File: config.mk
export PLATFORM = sky130hd
export DESIGN_NAME = sgb_lane
export DESIGN_NICKNAME = d
export VERILOG_FILES = /design/src/hw/rtl/sgb_pkg.sv /design/src/hw/rtl/sgb_lane.sv
export SDC_FILE = /design/constraint.sdc
export NUM_CORES = 1
export LEC_CHECK = 0
export BUFFER_PORTS_ARGS = -buffer_cell sky130_fd_sc_hd__clkbuf_2
export CORE_MARGIN = 5
export CORE_UTILIZATION = 45
export CTS_BUF_LIST = sky130_fd_sc_hd__clkbuf_8 sky130_fd_sc_hd__clkbuf_16
export DETAILED_ROUTE_END_ITERATION = 6
export PLACE_DENSITY = 0.73
export RECOVER_POWER = 50
export SLEW_MARGIN = 20
export SYNTH_ARGS = -nofsm -noshare
export SYNTH_HDL_FRONTEND = slang
export SYNTH_SLANG_ARGS = --single-unit
File: constraint.sdc
create_clock -name clk_i -period 8.4 [get_ports clk_i]
set_clock_uncertainty 0.05 [all_clocks]
set_input_delay 0.42 -clock clk_i [delete_from_list [all_inputs] [get_ports clk_i]]
set_output_delay 0.42 -clock clk_i [all_outputs]
set_load 0.1 [all_outputs]
File: src/hw/rtl/sgb_pkg.sv
// Shared constants, types and helpers of the separable blur block.
package sgb_pkg;

  // Frame, kernel and pixel geometry
  localparam int unsigned MaxWidth = 2048;
  localparam int unsigned MaxTaps  = 7;
  localparam int unsigned MaxHalf  = (MaxTaps - 1) / 2;
  localparam int unsigned LineRows = MaxTaps - 1;
  localparam int unsigned NumCh    = 4;
  localparam int unsigned MaxChans = 4;

  // Field widths
  localparam int unsigned PixW     = 8;
  localparam int unsigned TapW     = 9;
  localparam int unsigned ColW     = 11;
  localparam int unsigned RowW     = 12;
  localparam int unsigned DimW     = 12;
  localparam int unsigned HalfW    = 2;
  localparam int unsigned ChanCntW = 3;
  localparam int unsigned CoeffW   = 64;
  localparam int unsigned CfgIdxW  = 3;
  localparam int unsigned SlotW    = 3;
  localparam int unsigned TapIdxW  = 3;
  localparam int unsigned ProdW    = TapW + PixW;
  localparam int unsigned AccW     = ProdW + 3;
  localparam int unsigned WordW    = NumCh * PixW;
  localparam int unsigned AddrW    = $clog2(MaxWidth);

  typedef logic [WordW-1:0] word_t;
  typedef logic [PixW-1:0]  pix_t;
  typedef logic [TapW-1:0]  tap_t;

  // Configuration register indexes
  typedef enum logic [CfgIdxW-1:0] {
    CfgCoeffs = 3'd0,
    CfgHalf   = 3'd1,
    CfgWidth  = 3'd2,
    CfgHeight = 3'd3,
    CfgChans  = 3'd4
  } cfg_idx_e;

  // One output job travelling down the pipeline
  typedef struct packed {
    logic [ColW-1:0]               col;
    logic [RowW-1:0]               row;
    logic [MaxTaps-1:0]            use_hv;
    logic [MaxTaps-1:0][SlotW-1:0] bank;
    logic [SlotW-1:0]              wslot;
    logic                          emit;
    logic                          last;
    logic                          fdone;
  } job_t;

  // Tap k of the packed coefficient word; taps past the kernel length are zero
  function automatic tap_t tap_get(logic [CoeffW-1:0] coeffs, logic [HalfW-1:0] half,
                                   int unsigned k);
    tap_t t;
    t = coeffs[TapW*k +: TapW];
    if (k > 2 * int'(half)) t = '0;
    return t;
  endfunction

endpackage

File: src/hw/rtl/sgb_lane.sv
// One channel lane: tap multiplies, then the accumulate and scale stage.
module sgb_lane import sgb_pkg::*; (
  input  logic clk_i,
  input  logic mul_en_i,
  input  logic sum_en_i,
  input  pix_t pix_i  [MaxTaps],
  input  tap_t taps_i [MaxTaps],
  output pix_t res_o
);

  logic [ProdW-1:0] prod_q [MaxTaps];
  logic [AccW-1:0]  acc;
  pix_t             res_q;

  // Products, one per tap
  always_ff @(posedge clk_i) begin
    if (mul_en_i) begin
      for (int k = 0; k < MaxTaps; k++) begin
        prod_q[k] <= ProdW'(taps_i[k]) * ProdW'(pix_i[k]);
      end
    end
  end

  // Sum and keep bits 15..8
  always_comb begin
    acc = '0;
    for (int k = 0; k < MaxTaps; k++) begin
      acc = acc + AccW'(prod_q[k]);
    end
  end

  always_ff @(posedge clk_i) begin
    if (sum_en_i) res_q <= acc[2*PixW-1:PixW];
  end

  assign res_o = res_q;

endmodule

After elaboration in Yosys (flattened, before gate mapping):

Memories as Yosys holds them, arrays and structs flattened.
Cells that the tools add are included.

* register bits: 8
* bits in writable memories: 119
* bits of input ports: 122
* output and inout port bits: 8
* memories kept: 1

* add/sub/neg operators: 6
* multiply operators: 7
* multiplexer cells: 2

Memory list
* prod_q: words 7, width 17, read ports 7, clocked after memory_dff 0, wr ports 7, RTL line sgb_lane.sv:11 `logic [ProdW-1:0] prod_q [MaxTaps];`

Operators by type and width (count)
* multiplier 9 x 8 -> 17 bit: 7
* adder 16 bit: 6
* 2-to-1 mux 1 bit: 2

Longest topological paths before layout:

* depth after elaboration: 6
* mapped depth: 16
* depth with buffers taken out: 16

Least setup slack after synthesis:

OpenSTA, ideal clock, no wires.

* kind: reg-to-reg
* start point: mem prod_q[3][6] in the netlist's numbering
* end point: reg res_q[6] (netlist: res_o[6]), data pin
* arrival time: 3905 ps
* data required time: 8170 ps
* slack: 4265 ps
* cell stages (with the launch flop): 16
* buffers on the path: 0
* cells stage by stage: edfxtp_1 > inv_1 > fa_1 > inv_1 > fa_1 > fa_1 > inv_1 > fa_1 > inv_1 > ha_1 > o211ai_2 > o211ai_2 > o2111ai_2 > nand3_2 > or4b_1 > o311ai_1

RTL lines
* from (decl): RTL line sgb_lane.sv:11
* to (signal assigned): RTL line sgb_lane.sv:33 `if (sum_en_i) res_q <= acc[2*PixW-1:PixW];`
* to (decl): RTL line sgb_lane.sv:13 `pix_t res_q;`

==> results.py <==
metrics = {
    "run_status": {
        "status": "finished with violations",
        "violations": "capacitance limit, slew limit",
    },
    "synth": {
        "synth_edf_count": 120,
        "synth_area_leader_cell": "fa_1",
        "ys.flop_type": "edfxtp_1",
        "yosysTopAreaCellShare_pct": 32.1,
        "synthArstFlopShare_pct": 0,
        "yosys_warnings": 0,
        "avgSynthCellArea_um2": 9.70,
        "syn-num-nets": 3040,
        "ys_seq_elements": 120,
        "synthCells": 2300,
        "syn-cell-area_mm2": 0.0223,
        "yosysUniqueCellTypes": 40,
        "synth_seq_area_share_pct": 16.2,
        "synth_area_leaders": "fa_1, edfxtp_1, ha_1",
    },
    "worst_setup_path": {
        "max_stage_delay_ns": 2.39,
        "critical_path_class": "input port to flip-flop",
        "path_buf_inv": 2,
        "crit_chain": "clkbuf_1 > clkbuf_1",
        "crit_top_cell": "clkbuf_1",
        "start_kind": "input port",
        "crit_path_top_delay_cell": "clkbuf_1",
        "path_max_fanout": 57,
        "r2r_slack_ns": 3.86,
        "r2r_cells": 15,
        "worstPathRequired_ns": 8.31,
        "worst_ep_arrival_time_ns": 4.94,
        "cpLargestDelayFamily": "buffers and inverters",
        "reg2reg_from": "prod_q[3][6]",
        "end_kind": "flip-flop",
        "timing.rr.end": "res_o[6]",
    },
    "timing": {
        "final_hold_viol_count": 0,
        "fin_ws_ns": 3.38,
        "maxSlewHeadroom_pct": -114,
        "setup_viol": 0,
        "rsz0062_at_grt": "false",
        "min_period_ns": 5.02,
        "worstMarginPinSlew_ns": 3.21,
        "finalCritPeriodShare_pct": 59.8,
        "max_freq_ghz": 0.199,
        "maxSlewViolCount": 115,
        "fin_tns_setup_ns": 0,
    },
    "floorplan": {
        "initial_utilization_pct": 45.6,
        "ios": 130,
        "die_w_um": 233,
        "core_area_mm2": 0.0490,
        "fp-row-count": 81,
        "die_h_um": 233,
        "die-area_mm2": 0.0541,
    },
    "layout": {
        "layout-drive-gt1-share_pct": 6.79,
        "nets": 3189,
        "utilization_pct": 49.7,
        "synthToLayoutAreaGrowth_pct": 9.00,
    },
    "cts": {
        "numCtsBuffers": 17,
        "htree_levels": 4,
        "tritoncts": "yes",
        "cts.path.max_buffers": 2,
        "clk_latency_ns": 0.42,
        "post-cts-setup-buffers": 0,
        "cts.reportedPaths.clkPinSlew_ns": 0.06,
        "cts_resized": 0,
        "cts_hold_buffers": 0,
        "cts_root_buf": "clkbuf_16",
        "clock_sinks": 120,
    },
    "grt": {
        "overflow": 0,
        "grt_pass1_vias": 17271,
        "antenna_found_initial": 0,
        "grt_max_degree": 58,
        "grt_pass1_wl_mm": 83.0,
        "grt_usage_pct": 18.7,
    },
    "detailed_routing": {
        "final_antenna_net_count": 0,
        "vias": 15719,
        "drc_errors": 0,
        "wl_per_cell_um": 15.4,
        "drt_iter0_markers": 713,
        "firstDrtPassIters": 5,
        "drt-total-wl_mm": 48.0,
        "vias_per_cell": 5.03,
    },
    "placement": {
        "place_congestion": 0.869,
        "post-dp-hpwl_mm": 40.9,
        "dp_slack_ns": 3.76,
        "io_buffers": 129,
    },
    "hold_path": {
        "whs_path_depth": 1,
        "min_path_type": "input port to flip-flop",
        "min_from": "sum_en_i",
        "hold_end": "res_o[6]",
    },
    "flow_run": {
        "drv_cap": 2,
    },
}
==> layer usage <==
metal	global-route usage, %	routed length [um]
met5	0	0
met4	5.30	982
met3	2.34	1500
met2	34.4	25400
met1	23.0	20200
==> kinds of logic (layout without fill, tap and decap cells) <==
group | after synthesis | count (layout) | synth area share, %
compound gates | 202 | 202 | 6.69
xor+xnor | 84 | 84 | 3.30
fa+ha+maj | 618 | 618 | 46.7
buf+inv | 576 | 737 | 9.70
flops | 120 | 120 | 16.2
mux | 6 | 6 | 0.269
other cells | 0 | 1 | 0
simple gates | 694 | 694 | 17.2
==> synth_stat cells, drive strengths merged, types with 6 or more instances <==
library cell,instances
ha,260
nand3,20
nor3,11
nand2,131
xnor2,76
and3,10
xor2,8
nor2,83
o21a,38
o31a,22
edfxtp,120
o21bai,7
nor4,14
inv,576
o41ai,8
mux2i,6
o311ai,17
o21ai,31
and2,401
fa,358
a211o,7
or2,7
a21oi,31
nor2b,7
a211oi,17
a21o,21
==> how the worst max path moves through the flow <==
stage,from,end,slack (ns),cells past startpoint
after global placement,pix_i[34],prod_q[2][13],3.78,16
after detailed placement,pix_i[34],prod_q[2][13],3.76,16
after CTS,prod_q[3][6],res_o[6],3.86,15
after global routing,mul_en_i,prod_q[0][5],3.02,2
after floorplan,prod_q[3][6],res_o[6],4.27,15
final,mul_en_i,prod_q[2][0],3.38,2
==> final cells by class <==
type                       count  area (um2)
tap                          664         831
clock inverter                14         125
multi-input combinational   1604       16500
sequential                   120        3600
inverter                     576        2160
clock buffer                  17         425
antenna                        1        2.50
timing repair buffer         130         623
fill                        4459       24600
==> cell usage in the layout (no fill, tap or decap), types with 30 or more instances in the layout <==
master,count
a21oi_1,31
and2_1,391
clkbuf_2,108
edfxtp_1,120
fa_1,358
ha_1,260
inv_1,576
nand2_1,131
nor2_1,83
o21a_1,38
o21ai_0,30
xnor2_1,76
==> state kept, by name (all words and copies together), names as in the netlist <==
register and count:
prod_q 112, res_o 8
==> metrics by stage <==
stage,hold slack (ns),cell area (um2),instances
after floorplan,0.482,22300,2300
after global placement,0.724,23800,3094
after CTS,0.292,24300,3125
final,0.362,24300,3126
after global routing,0.366,24300,3125
after detailed placement,0.736,23800,3094
Power is left out: the tool's default activity adds up to more than one toggle a clock period on the data nets, which glitch-free logic cannot reach.
