File: config.mk
export PLATFORM = sky130hd
export DESIGN_NAME = sgb_seq
export DESIGN_NICKNAME = d
export VERILOG_FILES = /design/src/hw/rtl/sgb_pkg.sv /design/src/hw/rtl/sgb_seq.sv
export SDC_FILE = /design/constraint.sdc
export NUM_CORES = 2
export LEC_CHECK = 0
export ABC_AREA = 1
export BUFFER_PORTS_ARGS = -buffer_cell sky130_fd_sc_hd__buf_4
export CORE_AREA = 2 2 408 410
export DETAILED_ROUTE_END_ITERATION = 8
export DIE_AREA = 0 0 410 412
export HOLD_SLACK_MARGIN = 0.12
export PLACE_DENSITY = 0.56
export SLEW_MARGIN = 20
export SYNTH_ARGS = -nofsm -noshare
export SYNTH_HDL_FRONTEND = slang
export SYNTH_SLANG_ARGS = --single-unit
export TNS_END_PERCENT = 30
File: constraint.sdc
create_clock -name clk_i -period 14.13 [get_ports clk_i]
set_input_delay 1.413 -clock clk_i [delete_from_list [all_inputs] [get_ports clk_i]]
set_output_delay 1.413 -clock clk_i [all_outputs]
set_load 0.02 [all_outputs]
File: src/hw/rtl/sgb_pkg.sv
// Shared constants, types and helpers of the separable blur block.
package sgb_pkg;

  // Frame, kernel and pixel geometry
  localparam int unsigned MaxWidth = 2048;
  localparam int unsigned MaxTaps  = 7;
  localparam int unsigned MaxHalf  = (MaxTaps - 1) / 2;
  localparam int unsigned LineRows = MaxTaps - 1;
  localparam int unsigned NumCh    = 4;
  localparam int unsigned MaxChans = 4;

  // Field widths
  localparam int unsigned PixW     = 8;
  localparam int unsigned TapW     = 9;
  localparam int unsigned ColW     = 11;
  localparam int unsigned RowW     = 12;
  localparam int unsigned DimW     = 12;
  localparam int unsigned HalfW    = 2;
  localparam int unsigned ChanCntW = 3;
  localparam int unsigned CoeffW   = 64;
  localparam int unsigned CfgIdxW  = 3;
  localparam int unsigned SlotW    = 3;
  localparam int unsigned TapIdxW  = 3;
  localparam int unsigned ProdW    = TapW + PixW;
  localparam int unsigned AccW     = ProdW + 3;
  localparam int unsigned WordW    = NumCh * PixW;
  localparam int unsigned AddrW    = $clog2(MaxWidth);

  typedef logic [WordW-1:0] word_t;
  typedef logic [PixW-1:0]  pix_t;
  typedef logic [TapW-1:0]  tap_t;

  // Configuration register indexes
  typedef enum logic [CfgIdxW-1:0] {
    CfgCoeffs = 3'd0,
    CfgHalf   = 3'd1,
    CfgWidth  = 3'd2,
    CfgHeight = 3'd3,
    CfgChans  = 3'd4
  } cfg_idx_e;

  // One output job travelling down the pipeline
  typedef struct packed {
    logic [ColW-1:0]               col;
    logic [RowW-1:0]               row;
    logic [MaxTaps-1:0]            use_hv;
    logic [MaxTaps-1:0][SlotW-1:0] bank;
    logic [SlotW-1:0]              wslot;
    logic                          emit;
    logic                          last;
    logic                          fdone;
  } job_t;

  // Tap k of the packed coefficient word; taps past the kernel length are zero
  function automatic tap_t tap_get(logic [CoeffW-1:0] coeffs, logic [HalfW-1:0] half,
                                   int unsigned k);
    tap_t t;
    t = coeffs[TapW*k +: TapW];
    if (k > 2 * int'(half)) t = '0;
    return t;
  endfunction

endpackage

File: src/hw/rtl/sgb_seq.sv
// Input side: pixel window, raster counters and the job sequencer with tap selection.
module sgb_seq import sgb_pkg::*; (
  input  logic             clk_i,
  input  logic             rst_ni,
  input  logic [HalfW-1:0] half_i,
  input  logic [DimW-1:0]  width_i,
  input  logic [DimW-1:0]  height_i,
  input  logic             in_valid_i,
  input  word_t            in_word_i,
  output logic             in_stall_o,
  input  logic             s2_rdy_i,
  output logic             s1_vld_o,
  output word_t            s1_pix_o [MaxTaps],
  output job_t             s1_job_o
);

  localparam int unsigned SgnW = RowW + 2;

  logic [ColW-1:0]  col_q, col_d;
  logic [RowW-1:0]  row_q, row_d;
  logic [SlotW-1:0] slot_q, slot_d;
  word_t            win_q [MaxTaps];

  logic             busy_q, busy_d;
  logic [ColW-1:0]  x_q, x_d, jc_q, jc_d, clo_q, clo_d, chi_q, chi_d;
  logic [RowW-1:0]  y_q, y_d, jr_q, jr_d, rhi_q, rhi_d;
  logic [SlotW-1:0] ysl_q, ysl_d;
  logic             emit_q, emit_d, lastc_q, lastc_d, lastr_q, lastr_d;

  logic             take, issue, last_job, s1_rdy;
  logic             last_col, last_row, col_ok, row_ok, any_col, any_row;
  logic [ColW-1:0]  c_lo, c_hi;
  logic [RowW-1:0]  r_lo, r_hi;

  logic             s1_vld_q;
  word_t            s1_pix_q [MaxTaps];
  job_t             s1_job_q;
  word_t            pix_sel [MaxTaps];
  job_t             job_sel;

  // Position of the arriving pixel and the output range it opens
  always_comb begin
    last_col = (DimW'(col_q) + DimW'(1)) >= width_i;
    last_row = ({1'b0, row_q} + 13'd1) >= {1'b0, height_i};
    col_ok   = col_q >= ColW'(half_i);
    row_ok   = row_q >= RowW'(half_i);
    any_col  = last_col || col_ok;
    any_row  = last_row || row_ok;
    c_lo     = col_ok ? col_q - ColW'(half_i) : '0;
    c_hi     = last_col ? col_q : col_q - ColW'(half_i);
    r_lo     = (any_row && row_ok) ? row_q - RowW'(half_i) : '0;
    r_hi     = !any_row ? '0 : (last_row ? row_q : row_q - RowW'(half_i));
  end

  // Handshake
  assign s1_rdy     = !s1_vld_q || s2_rdy_i;
  assign issue      = busy_q && s1_rdy;
  assign last_job   = (jc_q == chi_q) && (jr_q == rhi_q);
  assign in_stall_o = busy_q && !(issue && last_job);
  assign take       = in_valid_i && !in_stall_o;

  // Job walk: rows outer, columns inner
  always_comb begin
    busy_d  = busy_q;
    jc_d    = jc_q;
    jr_d    = jr_q;
    x_d     = x_q;
    y_d     = y_q;
    clo_d   = clo_q;
    chi_d   = chi_q;
    rhi_d   = rhi_q;
    ysl_d   = ysl_q;
    emit_d  = emit_q;
    lastc_d = lastc_q;
    lastr_d = lastr_q;
    col_d   = col_q;
    row_d   = row_q;
    slot_d  = slot_q;
    if (issue) begin
      if (last_job) begin
        busy_d = 1'b0;
      end else if (jc_q == chi_q) begin
        jc_d = clo_q;
        jr_d = jr_q + RowW'(1);
      end else begin
        jc_d = jc_q + ColW'(1);
      end
    end
    if (take) begin
      busy_d  = any_col;
      x_d     = col_q;
      y_d     = row_q;
      clo_d   = c_lo;
      chi_d   = c_hi;
      rhi_d   = r_hi;
      jc_d    = c_lo;
      jr_d    = r_lo;
      ysl_d   = slot_q;
      emit_d  = any_row;
      lastc_d = last_col;
      lastr_d = last_row;
      if (last_col) begin
        col_d = '0;
        if (last_row) begin
          row_d  = '0;
          slot_d = '0;
        end else begin
          row_d  = row_q + RowW'(1);
          slot_d = (slot_q == SlotW'(LineRows - 1)) ? '0 : slot_q + SlotW'(1);
        end
      end else begin
        col_d = col_q + ColW'(1);
      end
    end
  end

  // Edge-replicated tap selection for both passes
  always_comb begin : sel
    logic signed [SgnW-1:0] kk, hs, vs, hx, vy;
    logic [SgnW-1:0]        hd, vd;
    logic [TapIdxW-1:0]     hidx, vj;
    job_sel        = '0;
    job_sel.col    = jc_q;
    job_sel.row    = jr_q;
    job_sel.wslot  = ysl_q;
    job_sel.emit   = emit_q;
    job_sel.last   = last_job && emit_q;
    job_sel.fdone  = last_job && emit_q && lastc_q && lastr_q;
    hx = $signed({3'b000, x_q});
    vy = $signed({2'b00, y_q});
    for (int k = 0; k < MaxTaps; k++) begin
      kk = SgnW'(k);
      hs = $signed({3'b000, jc_q}) + kk - $signed({{(SgnW-HalfW){1'b0}}, half_i});
      if (hs < 0) hs = '0;
      if (hs > hx) hs = hx;
      hd = hx - hs;
      hidx = (hd > SgnW'(MaxTaps - 1)) ? TapIdxW'(MaxTaps - 1) : hd[TapIdxW-1:0];
      pix_sel[k] = win_q[hidx];

      vs = $signed({2'b00, jr_q}) + kk - $signed({{(SgnW-HalfW){1'b0}}, half_i});
      if (vs < 0) vs = '0;
      if (vs > vy) vs = vy;
      vd = vy - vs;
      vj = (vd > SgnW'(LineRows)) ? TapIdxW'(LineRows) : vd[TapIdxW-1:0];
      job_sel.use_hv[k] = (vj == '0);
      job_sel.bank[k]   = (ysl_q >= SlotW'(vj)) ? ysl_q - SlotW'(vj)
                                                : ysl_q + SlotW'(LineRows) - SlotW'(vj);
    end
  end

  // Control and window registers
  always_ff @(posedge clk_i or negedge rst_ni) begin
    if (!rst_ni) begin
      col_q    <= '0;
      row_q    <= '0;
      slot_q   <= '0;
      busy_q   <= 1'b0;
      s1_vld_q <= 1'b0;
      for (int i = 0; i < MaxTaps; i++) win_q[i] <= '0;
    end else begin
      col_q  <= col_d;
      row_q  <= row_d;
      slot_q <= slot_d;
      busy_q <= busy_d;
      if (s1_rdy) s1_vld_q <= issue;
      if (take) begin
        win_q[0] <= in_word_i;
        for (int i = 1; i < MaxTaps; i++) win_q[i] <= win_q[i-1];
      end
    end
  end

  // Item context and stage-one payload
  always_ff @(posedge clk_i) begin
    x_q     <= x_d;
    y_q     <= y_d;
    jc_q    <= jc_d;
    jr_q    <= jr_d;
    clo_q   <= clo_d;
    chi_q   <= chi_d;
    rhi_q   <= rhi_d;
    ysl_q   <= ysl_d;
    emit_q  <= emit_d;
    lastc_q <= lastc_d;
    lastr_q <= lastr_d;
    if (issue) begin
      s1_job_q <= job_sel;
      for (int k = 0; k < MaxTaps; k++) s1_pix_q[k] <= pix_sel[k];
    end
  end

  assign s1_vld_o = s1_vld_q;
  assign s1_pix_o = s1_pix_q;
  assign s1_job_o = s1_job_q;

endmodule

; Word-level counts from Yosys, hierarchy flattened
; Cells that the tools add are included.
[totals]
register_bits = 619
inputBits = 62
[classes]
add_sub_neg = 64
order_cmp = 60
eq_ne = 4
n_mux = 89
bitwise_logic = 7
n_reduce_logical = 29
[op_table]
columns = operator, n
row1 = 32-bit binary-select mux with 3-bit select, 7
row2 = 32-bit two-way mux, 14
row3 = 14-bit two-way mux, 28
row4 = "14-bit by 3-bit greater-than comparator with 1-bit output, second input constant", 14
row5 = 14-bit by 12-bit greater-than comparator with 1-bit output, 7
row6 = 14-bit by 13-bit greater-than comparator with 1-bit output, 7
row7 = 12-bit by 14-bit subtractor with 14-bit output, 7
row8 = 13-bit by 14-bit subtractor with 14-bit output, 7
row9 = "13-bit by 1-bit < comparator with 1-bit output, second input constant", 7
row10 = 12-bit by 2-bit subtractor with 13-bit output, 7
row11 = "14-bit by 1-bit < comparator with 1-bit output, second input constant", 6
row12 = 12-bit two-way mux, 7
row13 = 13-bit by 2-bit subtractor with 14-bit output, 6
row14 = 11-bit two-way mux, 7
row15 = 3-bit two-way mux, 23
row16 = 3-bit subtractor, 14
row17 = "12-bit by 3-bit adder with 13-bit output, second input constant", 3
row18 = "11-bit by 3-bit adder with 12-bit output, second input constant", 3
row19 = "4-bit >= comparator, second input constant", 7
row20 = 3-bit NOT with 4-bit output, 7
row21 = "12-bit by 1-bit adder with 13-bit output, second input constant", 2
row22 = "12-bit by 2-bit adder with 13-bit output, second input constant", 2
row23 = "11-bit by 1-bit adder with 12-bit output, second input constant", 2
row24 = "11-bit by 2-bit adder with 12-bit output, second input constant", 2
row25 = other kinds (25), 57

; Depth between registers and ports, before layout
[logic_depth]
word_depth = 13
ltp_mapped = 50
depth_no_buf = 49

; Worst setup path before layout
; OpenSTA, ideal clock, no wires.
[synth_path]
kind = in2reg
start = input port s2_rdy_i
end = register s1_job_q, in the netlist s1_job_o[0], enable pin
setup_ns = 0.936
t_arrival_ns = 13.224
required_ns = 13.194
setup_slack_ns = -0.030
stages = 2
path_buffers = 0
cell_sequence = nor2_1 nor2_1
[synth_via]
elab_chain_len = 2
[synth_rtl]
columns = element, line_no
row1 = start: declaration, sgb_seq.sv:11  ; input logic s2_rdy_i,
row2 = 1-bit logical OR, sgb_seq.sv:56  ; assign s1_rdy = !s1_vld_q || s2_rdy_i;
row3 = 1-bit logical AND, sgb_seq.sv:57  ; assign issue = busy_q && s1_rdy;
row4 = named net issue, sgb_seq.sv:30  ; logic take, issue, last_job, s1_rdy;
row5 = end signal: assignment, sgb_seq.sv:187  ; s1_job_q <= job_sel;
row6 = end: declaration, sgb_seq.sv:37  ; job_t s1_job_q;
; The timed path passes the listed nets, and every way through them passes these cells.
; A chain may end at the register's enable or synchronous reset.

==> metrics.csv <==
stage,metric,value,unit
timing,finClkSkew,42.72,ps
flow_run,maxCapViolCount,0,
critical_path,critPathKind,flop to flop,
clock_tree,cts-root-buf,clkbuf_16,
critical_path,r2r_end,s1_pix_o[141]$_DFFE_PP_,
critical_path,cp_num_buf_inv,11,
critical_path,critPathRequiredTime,14710,ps
floorplanning,die_h,412,um
drt,ant_nets,0,
timing,worstMarginPinSlew,1250,ps
synth,synth_edf_count,367,
synth,ys_types,55,
timing,period_share,72.72,%
timing,setup_viol,0,
critical_path,cp-start-kind,flop,
drt,drc,0,
critical_path,worstPathArrival,10860,ps
min_path,whs_endpoint,s1_job_o[2]$_DFFE_PP_,
clock_tree,ctsResizeCount,0,
global_route,grt_pass1_wl,404.3,mm
critical_path,crit_path_start,jc_q[5]$_DFFE_PP_,
drt,wirelength,271.3,mm
synth,synth_ff_type,edfxtp_1,
timing,rsz0062_at_grt,false,
min_path,hold_depth,0,
min_path,hold_class,flop to flop,
drt,routed-via-count,68110,
global_route,grt_usage,31.14,%
floorplanning,initial_utilization,37.83,%
synth,synth_nets,10140,
placed_design,place_hpwl,179.3,mm
clock_tree,htree_levels,3,
timing,finalCriticalPeriod,10280,ps
synth,yosysSeqAreaShare,27.89,%
global_route,grt_pass1_vias,63170,
power_and_ir_drop,power.density,93.23,nW/um^2
floorplanning,dieArea,168900,sq um
finish,fin_util,42.07,%
placed_design,numPortBuffers,344,
timing,max_freq,0.09732,GHz
synth,async_flop_share,40.71,%
timing,hold_violations,0,
clock_tree,clk_pin_slew_worst_paths,60,ps
critical_path,rrSetupSlack,3850,ps
clock_tree,postCtsSetupRepairBufs,0,
clock_tree,numCtsBuffers,80,
floorplanning,ioPinCount,345,
critical_path,cp_slowest_cell,inv_2,
global_route,gr-total-overflow,0,
synth,synth_seq_cells,619,
power_and_ir_drop,ir_worst_vdd,0.0001134,V
clock_tree,cts_tree,built,
min_path,worstHoldStart,emit_q$_DFFE_PP_,
clock_tree,clockBufferDepth,3,
drt,drt_iter0_drc,8644,
global_route,grt_max_degree,124,
placed_design,gp_congestion,0.9616,
finish,areaGrowthSynthToFinish,11.20,%
outcome,outcome,"complete, no violations",
critical_path,timing.rr.start,jc_q[5]$_DFFE_PP_,
drt,viasPerCell,5.761,
global_route,antenna_found_initial,20,
drt,wl_per_cell,22.95,um
synth,avgSynthCellArea,6.494,sq um
clock_tree,cts_sinks,619,
clock_tree,cts_hold_buffers,0,
clock_tree,insertion_delay,750,ps
drt,drt_first_pass_iters,8,
synth,syn_area,62130,sq um
synth,synth_warnings,0,
timing,fin_tns_setup,0,ps
finish,nets,10130,
finish,drive_above_1_share,7.727,%
synth,synth_cells,9567,
critical_path,cp_slowest_stage_delay,1090,ps
floorplanning,core,164200,sq um
critical_path,r2r_cells,37,
timing,maxSlewViolCount,0,
finish,final_cell_mix,"nand2_1 (3163), nand3_1 (1093), inv_1 (916)",
floorplanning,num_rows,149,
power_and_ir_drop,p_leak,0.03445,uW
timing,maxSlewHeadroom,16.66,%
critical_path,critPathTopFamily,buffers and inverters,
floorplanning,die_w,410,um
critical_path,crit_fanout,45,
finish,final_common_cell,nand2_1,
critical_path,cp-end-kind,flop,
## how the worst max path moves through the flow
| stage | endpoint | slack [ps] | cells after the start |
|---|---|---|---|
| finish | s1_pix_o[141]$_DFFE_PP_ | 3850 | 37 |
| global route | s1_pix_o[143]$_DFFE_PP_ | 3380 | 38 |
| CTS | s1_pix_o[141]$_DFFE_PP_ | 4280 | 37 |
| detailed placement | s1_pix_o[153]$_DFFE_PP_ | 3550 | 38 |
| global placement | s1_pix_o[152]$_DFFE_PP_ | 3750 | 38 |
| floorplan | s1_job_o[0]$_DFFE_PP_ | 4890 | 2 |
## cell families (layout without fill, tap and decap cells)
| logic type | count (synthesis) | in the layout | share of synthesized area, % |
|---|---|---|---|
| flip-flops | 619 | 619 | 27.89 |
| adder cells (fa/ha/maj) | 506 | 506 | 10.72 |
| AO/OA/AOI/OAI | 1068 | 1068 | 9.251 |
| other | 0 | 6 | 0 |
| AND/OR/NAND/NOR | 5602 | 5602 | 39.22 |
| buffers and inverters | 1561 | 1622 | 9.944 |
| XOR/XNOR | 211 | 211 | 2.974 |
## area by class of cell
class / count / area [sq um]
clock inverters: 49 / 698.2
well taps: 2189 / 2739
multi-input cells: 7387 / 38790
repair buffers: 465 / 3511
diodes: 6 / 15.01
clock buffers: 101 / 2216
flip-flops and latches: 619 / 17330
inverters: 1007 / 3795
fillers: 17240 / 95150
## cells in the mapped netlist, types with 3 or more instances
master	count	share of area (%)
nor2_4	5	0.091
nor2_2	6	0.060
a31oi_1	24	0.24
nor3b_1	6	0.072
buf_2	205	1.7
nor4_1	5	0.050
o211ai_1	18	0.22
a211oi_1	11	0.13
o21ai_0	588	4.7
xor2_1	147	2.1
clkinv_1	41	0.25
inv_1	921	5.6
clkbuf_1	312	1.9
o21bai_1	30	0.36
nand3_2	7	0.11
nor2_1	570	3.4
buf_4	10	0.12
a21oi_1	270	2.2
fa_1	44	1.4
buf_1	22	0.13
a21oi_4	3	0.079
or2_2	31	0.31
inv_2	45	0.27
dfrtp_1	252	10
o21ai_1	73	0.59
o31ai_1	4	0.048
buf_6	3	0.054
nand4_1	610	6.1
nand3b_1	30	0.36
nand3_1	1096	8.8
a21boi_0	3	0.036
and3_1	4	0.040
a21o_1	11	0.13
ha_1	462	9.3
edfxtp_1	367	18
nand2_1	3172	19
a21oi_2	11	0.16
o21a_1	10	0.12
xnor2_1	64	0.90
nor3_1	50	0.40
## metrics by stage
step / total power, uW / setup WS, ps / instance area (sq um) / cells / hold slack [ps]
floorplan: 3396 / 4894 / 62130 / 9567 / 423.1
global route: 6710 / 3385 / 69080 / 11820 / 495.9
finish: 6442 / 3855 / 69090 / 11820 / 475.2
detailed placement: 4081 / 3549 / 66160 / 11670 / 472.8
CTS: 6419 / 4279 / 69080 / 11820 / 481.0
global placement: 4070 / 3751 / 66160 / 11670 / 462.1
## registers in the layout, summed over array words and instances, names as in the netlist, 3 cells and up
signal / count
ysl_q: 3
chi_q: 11
jc_q: 11
y_q: 12
rhi_q: 12
x_q: 11
slot_q: 3
row_q: 12
s1_pix_o: 224
s1_job_o: 57
win_q: 224
clo_q: 11
col_q: 11
jr_q: 12
## routing by layer
metal	wire length [um]	GRT usage, %	vias up
met2	111700	45.63	3862
met1	115800	43.04	31780
met4	11220	12.38	20
li1	-	-	31740
met3	32490	8.605	719
met5	176	0.2544	-
## power by group
group | total (uW) | internal (uW) | switching, uW
Clock | 2320 | 1350 | 969
Combinational | 2130 | 533 | 1600
Sequential | 1990 | 1960 | 33.6
## worst register-to-register path, delay by kind of cell (launching register included)
family	cells	cell delay, ps
buffers and inverters	11	3960
AND/OR/NAND/NOR	15	2820
AO/OA/AOI/OAI	8	1510
flip-flops	1	620
adder cells (fa/ha/maj)	3	1220
Note: power is estimated with default switching activity, not from simulation.
